[src/sv/lqrs_pkg.sv]
// Shared types and constants for the linear / quadratic root solver.
// Used by every module of the block; no dependencies.
package lqrs_pkg;

  localparam int COEF_W  = 16;
  localparam int ROOT_W  = 32;
  localparam int DISC_W  = 35;
  localparam int PROD_W  = 2 * COEF_W;
  localparam int NQ_W    = COEF_W + 1;
  localparam int RAD_W   = 50;
  localparam int SQRT_W  = RAD_W / 2;
  localparam int SREM_W  = SQRT_W + 3;
  localparam int NUM_W   = 35;
  localparam int NMAG_W  = NUM_W - 1;
  localparam int DMAG_W  = NQ_W;
  localparam int SUM_W   = 27;
  localparam int FRAC_UP = 8;

  typedef enum logic [2:0] {
    KIND_NONE     = 3'd0,
    KIND_INFINITE = 3'd1,
    KIND_SINGLE   = 3'd2,
    KIND_DOUBLE   = 3'd3,
    KIND_TWO      = 3'd4
  } kind_t;

  typedef struct packed {
    kind_t                    kind;
    logic signed [NQ_W-1:0]   nq;
    logic signed [NQ_W-1:0]   den;
    logic signed [DISC_W-1:0] disc;
  } ctl_t;

endpackage

[src/sv/lqrs_front.sv]
// Front end: coefficient products, discriminant and classification.
// Two register stages. Depends on lqrs_pkg.
module lqrs_front (
  input  logic                                  clk,
  input  logic                                  rst,
  input  logic                                  adv,
  input  logic                                  in_valid,
  input  logic                                  op,
  input  logic signed [lqrs_pkg::COEF_W-1:0]    a,
  input  logic signed [lqrs_pkg::COEF_W-1:0]    b,
  input  logic signed [lqrs_pkg::COEF_W-1:0]    c,
  output logic                                  out_valid,
  output lqrs_pkg::ctl_t                        ctl,
  output logic [lqrs_pkg::RAD_W-1:0]            rad
);

  logic                                  va;
  logic                                  op_a;
  logic signed [lqrs_pkg::COEF_W-1:0]    a_a, b_a, c_a;
  logic signed [lqrs_pkg::PROD_W-1:0]    bb_a, ac_a;

  lqrs_pkg::ctl_t                        ctl_next;
  logic [lqrs_pkg::RAD_W-1:0]            rad_next;
  logic signed [lqrs_pkg::DISC_W-1:0]    d;
  logic signed [lqrs_pkg::COEF_W-1:0]    p, q;

  always_ff @(posedge clk) begin
    if (rst) begin
      va <= 1'b0;
      out_valid <= 1'b0;
    end else if (adv) begin
      va <= in_valid;
      out_valid <= va;
    end
    if (adv) begin
      op_a <= op;
      a_a  <= a;
      b_a  <= b;
      c_a  <= c;
      bb_a <= b * b;
      ac_a <= a * c;
      ctl  <= ctl_next;
      rad  <= rad_next;
    end
  end

  always_comb begin
    d = lqrs_pkg::DISC_W'(bb_a) - (lqrs_pkg::DISC_W'(ac_a) <<< 2);
    p = op_a ? b_a : a_a;
    q = op_a ? c_a : b_a;
    ctl_next.kind = lqrs_pkg::KIND_NONE;
    ctl_next.nq   = '0;
    ctl_next.den  = lqrs_pkg::NQ_W'(1);
    ctl_next.disc = '0;
    rad_next      = '0;
    if (!op_a || a_a == '0) begin
      if (p == '0) begin
        ctl_next.kind = (q == '0) ? lqrs_pkg::KIND_INFINITE : lqrs_pkg::KIND_NONE;
      end else begin
        ctl_next.kind = lqrs_pkg::KIND_SINGLE;
        ctl_next.nq   = -lqrs_pkg::NQ_W'(q);
        ctl_next.den  = lqrs_pkg::NQ_W'(p);
      end
    end else begin
      ctl_next.disc = d;
      ctl_next.nq   = -lqrs_pkg::NQ_W'(b_a);
      ctl_next.den  = lqrs_pkg::NQ_W'(a_a) <<< 1;
      if (d[lqrs_pkg::DISC_W-1]) begin
        ctl_next.kind = lqrs_pkg::KIND_NONE;
      end else if (d == '0) begin
        ctl_next.kind = lqrs_pkg::KIND_DOUBLE;
      end else begin
        ctl_next.kind = lqrs_pkg::KIND_TWO;
        rad_next = {d[lqrs_pkg::RAD_W-17:0], 16'b0};
      end
    end
  end

endmodule

[config.mk]
export PLATFORM = sky130hd
export DESIGN_NAME = lqrs_front
export DESIGN_NICKNAME = d
export VERILOG_FILES = /design/src/sv/lqrs_pkg.sv /design/src/sv/lqrs_front.sv
export SDC_FILE = /design/constraint.sdc
export NUM_CORES = 2
export LEC_CHECK = 0
export BUFFER_PORTS_ARGS = -buffer_cell sky130_fd_sc_hd__buf_2
export CAP_MARGIN = 15
export CORE_ASPECT_RATIO = 1.25
export CORE_MARGIN = 5
export CORE_UTILIZATION = 30
export DETAILED_ROUTE_END_ITERATION = 12
export PLACE_DENSITY_LB_ADDON = 0.3
export RECOVER_POWER = 100
export SYNTH_ARGS = -nofsm -noshare
export SYNTH_HDL_FRONTEND = slang
export SYNTH_SLANG_ARGS = --single-unit
[constraint.sdc]
create_clock -name clk -period 9.6 [get_ports clk]
set_input_delay 2.88 -clock clk [delete_from_list [all_inputs] [get_ports clk]]
set_output_delay 2.88 -clock clk [all_outputs]
set_load 0.03 [all_outputs]
==> flow_metrics.tcl <==
set metrics [dict create \
    timing.final.max_slew_violations 337 \
    drive_gt1_share_pct 2.95 \
    cts_hold_buffers 0 \
    fin_crit_ns 8.95 \
    max_freq_ghz 0.112 \
    fp-row-count 127 \
    max_slew_margin_pct -233 \
    grt_pass1_vias 21500 \
    crit_required_ns 10.03 \
    min_period_over_period_pct 93.2 \
    slowest_delay_ns 0.76 \
    avgSynthCellArea_um2 10.0 \
    synth_edf_count 215 \
    critPathLaunchType "input port" \
    preCtsSetupSlack_ns 0.405 \
    netlist_area_um2 28900 \
    cp_common_cell "fa_1" \
    finalNonFillerCells 4311 \
    path_class "input port to register" \
    grt_start_max_net_pins 130 \
    io_pins 176 \
    postLayoutSetupSlackWorst_ns 0.652 \
    ys_dominant_reg_cell "edfxtp_1" \
    cts_setup_buffers 0 \
    drc 0 \
    antenna_found_initial 2 \
    die_area_um2 103000 \
    place_inst 4265 \
    areaGrowthSynthToFinish_pct 9.60 \
    status "finished with violations" \
    avgRoutedWirePerCell_um 17.4 \
    ant_nets 0 \
    path_clk_slew_ns 0.07 \
    syn_inst 2883 \
    drt_iter0_markers 905 \
    coreArea_um2 95700 \
    mostFrequentLayoutCells "647 x inv_1, 497 x fa_1, 243 x nand2_1" \
    ys_types 71 \
    violations "capacitance limit, slew limit" \
    cts_buffers 24 \
    finClkSkew_ns 0.0447 \
    final_nets 3754 \
    via_per_inst 4.58 \
    start_util_pct 30.2 \
    async_flop_share_pct 0 \
    hpwl_um 61400 \
    finalSetupViolCount 0 \
    seq_area_frac_synth_pct 22.5 \
    grt_pass1_wl_um 119000 \
    hold_path.class "register to register" \
    clockBufferDepth 3 \
    maxCapViolCount 4 \
    worstPathArrival_ns 9.38 \
    root_buffer "clkbuf_16" \
    final_common_cell "inv_1" \
    fillers 9980 \
    gr-total-overflow 0 \
    cpMaxStageDelayCell "clkbuf_1" \
    tightest_slew_ns 4.99 \
    timing.critical_path.cells "clkbuf_1 > nand2_1 > fa_1 > inv_1 > fa_1 > fa_1 > fa_1 > fa_1 > inv_1 > fa_1 > inv_1 > ha_1 > a21oi_1 > nor2b_1 > o21ai_0 > o21ai_0 > a41oi_1 > a211oi_1 > and4_1 > or4_1 > nand3_1" \
    grt_usage_pct 14.7 \
    clk_latency_ns 0.57 \
    vias 19800 \
    ys_seq_elements 217 \
    first_pass_iters 5 \
    die_x_um 287 \
    fin_tns_setup_ns 0 \
    path_delay_family "adder cells" \
    cp_max_fo 17 \
    end_kind "register" \
    cts.sinks 217 \
    io_buffer_count 157 \
    gp_congestion 0.848 \
    cts_tree "done" \
    hold_viol 0 \
    cts_max_level 1 \
    path_buf_inv 4 \
    routed_wl_um 75000 \
    ys_warn_count 0 \
    hold_slack_ns 0.498 \
    rsz0062_at_grt "no" \
    die_h_um 357 \
    ctsResizeCount 0 \
]
## routing by layer
layer / up-vias / GRT usage [%] / wire, um
met5: - / 0 / 0
met4: 0 / 5.19 / 3010
met3: 88 / 0.895 / 2800
met2: 391 / 28.0 / 39800
met1: 10100 / 17.5 / 29400
li1: 9188 / - / -
## synth_stat cells, drive strengths merged (8+ instances only)
cell type | n | area [um^2]
edfxtp | 215 | 6460
nand3 | 27 | 135
inv | 647 | 2430
nor4 | 9 | 56.3
fa | 497 | 9950
and3 | 21 | 134
a31oi | 8 | 50.1
mux2i | 18 | 180
a31o | 8 | 70.1
a21oi | 112 | 568
and2 | 177 | 1110
nor3 | 21 | 105
nor2b | 20 | 125
nand4 | 13 | 81.3
a21o | 35 | 270
o22ai | 10 | 62.6
o21bai | 13 | 97.6
buf | 26 | 170
ha | 203 | 2540
nand2b | 23 | 144
xor2 | 50 | 438
nor2 | 172 | 646
o21ai | 54 | 274
xnor2 | 82 | 718
clkbuf | 80 | 300
o21a | 12 | 90.1
nand2 | 243 | 912
## logic make-up (layout without fill, tap and decap cells)
group           count (synthesis)  count (layout)  synth area share (%)
xor+xnor                      132             132                  4.01
other cells                     1              20                0.0130
buf+inv                       753             872                  10.0
compound gates                307             307                  6.79
flops                         217             217                  22.5
mux                            18              18                 0.624
simple gates                  755             755                  12.7
fa+ha+maj                     700             700                  43.3
## area by class of cell
class	instances	area [um^2]	area share, %
multi-input cells	1930	19500	61.7
well taps	1290	1610	5.10
diodes	2	5.00	0.0158
repair buffers	181	759	2.40
clock inverters	18	204	0.645
inverters	647	2430	7.68
clock buffers	26	608	1.92
flip-flops and latches	217	6500	20.5
## path summary, 6_finish.rpt
| kind | start | end | slack [ns] | cells past startpoint |
|---|---|---|---|---|
| max reg2reg | op_a | ctl[67] | 4.76 | 11 |
| max | a[8] | ac_a[24] | 0.65 | 21 |
| min reg2reg | out_valid | out_valid | 0.50 | 2 |
| min | out_valid | out_valid | 0.50 | 2 |
## through the flow
stage          cell area (um^2)  utilization [%]
2_1_floorplan             28900                -
3_3_place_gp              31100             32.5
3_5_place_dp              31100             32.5
4_1_cts                   31900             33.3
5_1_grt                   31600             33.1
6_report                  31600             33.1
## worst register-to-register path, cell delays in order, from the launching register on
cell,delay (ns)
edfxtp_1,0.33
clkbuf_1,2.06
mux2i_1,0.52
nand3_1,0.18
or2_2,0.35
nand2b_1,0.24
inv_1,0.15
nand3_1,0.11
xor2_1,0.23
nor3_1,0.07
a21oi_1,0.22
a21oi_1,0.10
## state kept, by name (all words and copies together), names as in the netlist
signal,cells
op_a,1
out_valid,1
bb_a,30
ctl,71
va,1
rad,33
b_a,16
a_a,16
ac_a,32
c_a,16
Power is left out: the tool's default activity adds up to more than one toggle a clock period on the data nets, which glitch-free logic cannot reach.
