**config.mk**
```make
export PLATFORM = sky130hd
export DESIGN_NAME = lqrs_sqrt
export DESIGN_NICKNAME = d
export VERILOG_FILES = /design/src/sv/lqrs_pkg.sv /design/src/sv/lqrs_sqrt.sv
export SDC_FILE = /design/constraint.sdc
export NUM_CORES = 2
export LEC_CHECK = 0
export ABC_AREA = 1
export BUFFER_PORTS_ARGS = -buffer_cell sky130_fd_sc_hd__buf_2
export CAP_MARGIN = 20
export CORE_MARGIN = 5
export CORE_UTILIZATION = 50
export CTS_CLUSTER_DIAMETER = 50
export CTS_CLUSTER_SIZE = 8
export DETAILED_ROUTE_END_ITERATION = 12
export HOLD_SLACK_MARGIN = 0.08
export PLACE_DENSITY = 0.66
export SLEW_MARGIN = 20
export SYNTH_ARGS = -nofsm -noshare
export SYNTH_HDL_FRONTEND = slang
export SYNTH_MEMORY_MAX_BITS = 65536
export SYNTH_SLANG_ARGS = --single-unit
export TNS_END_PERCENT = 50
```
**constraint.sdc**
```tcl
create_clock -name clk -period 2.48 [get_ports clk]
set_input_delay 0.124 -clock clk [delete_from_list [all_inputs] [get_ports clk]]
set_output_delay 0.124 -clock clk [all_outputs]
set_load 0.01 [all_outputs]
```
**src/sv/lqrs_pkg.sv**
```systemverilog
// Shared types and constants for the linear / quadratic root solver.
// Used by every module of the block; no dependencies.
package lqrs_pkg;

  localparam int COEF_W  = 16;
  localparam int ROOT_W  = 32;
  localparam int DISC_W  = 35;
  localparam int PROD_W  = 2 * COEF_W;
  localparam int NQ_W    = COEF_W + 1;
  localparam int RAD_W   = 50;
  localparam int SQRT_W  = RAD_W / 2;
  localparam int SREM_W  = SQRT_W + 3;
  localparam int NUM_W   = 35;
  localparam int NMAG_W  = NUM_W - 1;
  localparam int DMAG_W  = NQ_W;
  localparam int SUM_W   = 27;
  localparam int FRAC_UP = 8;

  typedef enum logic [2:0] {
    KIND_NONE     = 3'd0,
    KIND_INFINITE = 3'd1,
    KIND_SINGLE   = 3'd2,
    KIND_DOUBLE   = 3'd3,
    KIND_TWO      = 3'd4
  } kind_t;

  typedef struct packed {
    kind_t                    kind;
    logic signed [NQ_W-1:0]   nq;
    logic signed [NQ_W-1:0]   den;
    logic signed [DISC_W-1:0] disc;
  } ctl_t;

endpackage

```
**src/sv/lqrs_sqrt.sv**
```systemverilog
// Pipelined floor square root, one result bit per register stage.
// Carries the item's control word alongside. Depends on lqrs_pkg.
module lqrs_sqrt (
  input  logic                              clk,
  input  logic                              rst,
  input  logic                              adv,
  input  logic                              in_valid,
  input  lqrs_pkg::ctl_t                    in_ctl,
  input  logic [lqrs_pkg::RAD_W-1:0]        rad,
  output logic                              out_valid,
  output lqrs_pkg::ctl_t                    out_ctl,
  output logic [lqrs_pkg::SQRT_W-1:0]       root
);

  localparam int N = lqrs_pkg::SQRT_W;

  logic                              v    [N];
  lqrs_pkg::ctl_t                    cw   [N];
  logic [lqrs_pkg::RAD_W-1:0]        rd   [N];
  logic [lqrs_pkg::SREM_W-1:0]       rm   [N];
  logic [lqrs_pkg::SQRT_W-1:0]       rs   [N];

  logic [lqrs_pkg::RAD_W-1:0]        rd_next [N];
  logic [lqrs_pkg::SREM_W-1:0]       rm_next [N];
  logic [lqrs_pkg::SQRT_W-1:0]       rs_next [N];

  always_comb begin
    logic [lqrs_pkg::RAD_W-1:0]  rd_in;
    logic [lqrs_pkg::SREM_W-1:0] rm_in;
    logic [lqrs_pkg::SQRT_W-1:0] rs_in;
    logic [lqrs_pkg::SREM_W-1:0] rt;
    logic [lqrs_pkg::SREM_W-1:0] tr;
    for (int k = 0; k < N; k++) begin
      rd_in = (k == 0) ? rad : rd[(k == 0) ? 0 : k - 1];
      rm_in = (k == 0) ? '0  : rm[(k == 0) ? 0 : k - 1];
      rs_in = (k == 0) ? '0  : rs[(k == 0) ? 0 : k - 1];
      rt = {rm_in[lqrs_pkg::SREM_W-3:0], rd_in[lqrs_pkg::RAD_W-1 -: 2]};
      tr = {1'b0, rs_in, 2'b01};
      rd_next[k] = rd_in << 2;
      if (rt >= tr) begin
        rm_next[k] = rt - tr;
        rs_next[k] = {rs_in[lqrs_pkg::SQRT_W-2:0], 1'b1};
      end else begin
        rm_next[k] = rt;
        rs_next[k] = {rs_in[lqrs_pkg::SQRT_W-2:0], 1'b0};
      end
    end
  end

  always_ff @(posedge clk) begin
    if (rst) begin
      for (int k = 0; k < N; k++) v[k] <= 1'b0;
    end else if (adv) begin
      v[0] <= in_valid;
      for (int k = 1; k < N; k++) v[k] <= v[k-1];
    end
    if (adv) begin
      cw[0] <= in_ctl;
      for (int k = 1; k < N; k++) cw[k] <= cw[k-1];
      for (int k = 0; k < N; k++) begin
        rd[k] <= rd_next[k];
        rm[k] <= rm_next[k];
        rs[k] <= rs_next[k];
      end
    end
  end

  assign out_valid = v[N-1];
  assign out_ctl   = cw[N-1];
  assign root      = rs[N-1];

endmodule

```
==> results.sh <==
export IMPL_finalHoldViolations=0
export IMPL_fp_row_count=193
export IMPL_cts_buffers=523
export IMPL_vias=83590
export IMPL_fin_area_sq_mm=0.1675
export IMPL_nNetsFinal=13330
export IMPL_wl_per_cell_um=19.22
export IMPL_max_cap_violations=0
export IMPL_synth_avg_cell_area_sq_um=12.26
export IMPL_drc=0
export IMPL_clock_skew_final_ps=57.09
export IMPL_synthFlopType="edfxtp_1"
export IMPL_power_leakage_uw=0.06890
export IMPL_antenna_left=0
export IMPL_rsz0062_at_grt="true"
export IMPL_setup_viol=0
export IMPL_cts_tree="done"
export IMPL_multiInputGateArea_sq_mm=0.03095
export IMPL_finish_utilization_pct=60.73
export IMPL_synth_seq_area_share_pct=72.55
export IMPL_ys_ff_latch=3339
export IMPL_hp_class="reg2reg"
export IMPL_clk_pin_slew_ps=50
export IMPL_synth_area_sq_mm=0.1382
export IMPL_crit_path_cell_trace="inv_1 -> ha_1 -> buf_4 -> a21oi_1 -> o21ai_0 -> inv_1 -> nand2_1 -> nor2_1 -> nand3_1 -> a21oi_2"
export IMPL_grt_use_total_pct=22.22
export IMPL_grt_pass1_wl_um=494800
export IMPL_clockBufferDepth=4
export IMPL_relSlewSlack_pct=43.48
export IMPL_async_flop_share_pct=0
export IMPL_status="finished clean"
export IMPL_dieArea_sq_mm=0.2870
export IMPL_crit_path_max_incr_delay_ps=400
export IMPL_antenna_found_initial=11
export IMPL_crit_top_cell="inv_1"
export IMPL_dp_hpwl_um=225000
export IMPL_crit_type="reg2reg"
export IMPL_tightestPinTransition_ps=847.8
export IMPL_overflow=0
export IMPL_syn2layout_area_growth_pct=21.18
export IMPL_critPathLaunchType="flop"
export IMPL_critical_path_slowest_cell="edfxtp_1"
export IMPL_fin_setup_tns_ps=0
export IMPL_start_util_pct=50.11
export IMPL_drive_gt1_share_pct=14.20
export IMPL_path_max_fanout=4
export IMPL_grt_max_degree=106
export IMPL_num_fill_cells=21610
export IMPL_netlist_cell_type_count=54
export IMPL_crit_path_end_kind="flop"
export IMPL_viasPerCell=5.002
export IMPL_syn_inst=11270
export IMPL_grt_pass1_vias=84710
export IMPL_worstPathArrival_ps=3130
export IMPL_post_route_period_util_pct=96.59
export IMPL_dp_cells=15760
export IMPL_fin_crit_ps=2395
export IMPL_post_dp_cell_area_sq_mm=0.1490
export IMPL_peakVddDrop_mv=0.6850
export IMPL_synth_edff_count=3339
export IMPL_clkSinkCount=3339
export IMPL_path_buf_inv=3
export IMPL_io_buffers=223
export IMPL_die_height_um=535.7
export IMPL_synth_warnings=0
export IMPL_clk_latency_ps=970
export IMPL_gp_congestion=0.8931
export IMPL_fp_coreArea_sq_mm=0.2758
export IMPL_die_x_um=535.7
export IMPL_regArea_sq_mm=0.1003
export IMPL_drtIter0Drc=6277
export IMPL_crit_required_ps=3220
export IMPL_drv_slew=0
export IMPL_p_per_area_mw_per_mm2=921.5
export IMPL_htreeDepth=6
export IMPL_syn_num_nets=11750
export IMPL_io_pin_count=224
export IMPL_wirelength_um=321100
export IMPL_path_delay_family="compound AO/OA/AOI/OAI gates"
export IMPL_dr_pass1_iters=6
export IMPL_stdcell_count=16710
export IMPL_fmax_mhz=417.5
export IMPL_cts_root_buf="clkbuf_16"
[Yosys cell counts, types with 44 or more instances]
| cell type | number | area share [%] |
|---|---|---|
| o21ai_1 | 96 | 0.35 |
| inv_1 | 1682 | 4.6 |
| nand4_1 | 170 | 0.77 |
| nand2_1 | 3049 | 8.3 |
| nor3_1 | 73 | 0.26 |
| o21ai_0 | 156 | 0.56 |
| nand3_1 | 530 | 1.9 |
| xnor2_1 | 124 | 0.79 |
| nand2_2 | 51 | 0.23 |
| buf_6 | 44 | 0.36 |
| nor2_1 | 789 | 2.1 |
| a21oi_1 | 305 | 1.1 |
| nand3b_1 | 73 | 0.40 |
| a21oi_2 | 46 | 0.29 |
| ha_1 | 352 | 3.2 |
| xor2_1 | 119 | 0.75 |
| edfxtp_1 | 3339 | 73 |
[per-stage QoR]
| step | power (uW) | setup slack (ps) | hold slack, ps |
|---|---|---|---|
| 5_1_grt | 161500 | -49.73 | 343.7 |
| 2_1_floorplan | 80710 | 502.7 | 222.9 |
| 4_1_cts | 155800 | -25.12 | 301.0 |
| 3_5_place_dp | 89470 | -107.8 | 302.1 |
| 3_3_place_gp | 89300 | -173.2 | 299.9 |
| 6_report | 154300 | 84.55 | 393.0 |
[cell families (layout without fill, tap and decap cells)]
| group | after synthesis | in the layout | share of synthesized area, % |
|---|---|---|---|
| flops | 3339 | 3339 | 72.55 |
| simple gates | 4858 | 4858 | 14.71 |
| compound gates | 669 | 669 | 2.697 |
| other cells | 1 | 6 | 0.002713 |
| xor+xnor | 243 | 243 | 1.540 |
| buf+inv | 1812 | 3540 | 5.310 |
| fa+ha+maj | 352 | 352 | 3.187 |
[flip-flops by register name, summed over array words and instances, names as in the netlist]
register / flops
cw: 1800
rd: 600
rm: 589
rs: 325
v: 25
[power breakdown]
part	internal (uW)	switching (uW)
combinational	7060	11900
sequential	67700	2620
clock	40300	24700
total	115000	39200
[layout by cell type, fill, tap and decap left out, types with 124 or more instances in the layout]
cell type	count
buf_2	222
nand2_1	3045
inv_1	1679
o21ai_0	146
nand4_1	170
xnor2_1	124
clkbuf_16	528
buf_4	599
ha_1	329
edfxtp_1	3339
dlygate4sd3_1	254
nor2_1	770
nand3_1	528
a21oi_1	291
[final timing paths]
kind               from    endpoint  slack (ps)  cells after the start
max          rs[0][233]   rm[1][77]          80                     10
min           cw[0][86]  cw[0][158]         390                      0
max reg2reg  rs[0][233]   rm[1][77]          80                     10
min reg2reg   cw[0][86]  cw[0][158]         390                      0
[layer usage]
layer / global-route usage, % / routed length, um / part of all wire, %
met1: 31.02 / 143800 / 45
met2: 36.86 / 154000 / 48
met3: 3.044 / 14240 / 4.4
met4: 6.220 / 9060 / 2.8
met5: 0 / 12 / 0.0037
[area by class of cell]
| class | count | area share (%) |
|---|---|---|
| repair buffers | 1158 | 5.846 |
| multi-input cells | 6123 | 18.48 |
| diodes | 5 | 0.007471 |
| flip-flops and latches | 3339 | 59.87 |
| clock inverters | 121 | 1.250 |
| clock buffers | 551 | 7.929 |
| inverters | 1710 | 3.845 |
| well taps | 3705 | 2.768 |
[worst reg2reg max path: cells and delay by family (launching register included)]
kind            cells  cell delay, ps
compound gates      3             820
fa+ha+maj           1             310
buf+inv             3             330
flops               1             400
simple gates        3             340
[repair_timing]
action                     in CTS  in global routing
hold endpoints to repair     1865                  0
setup buffers                   2                 23
resized for setup               5                 86
cloned                          0                  1
setup endpoints to repair      32                180
pin swaps                       0                  2
hold buffers                  254                  0
(Power assumes the default switching activity.)
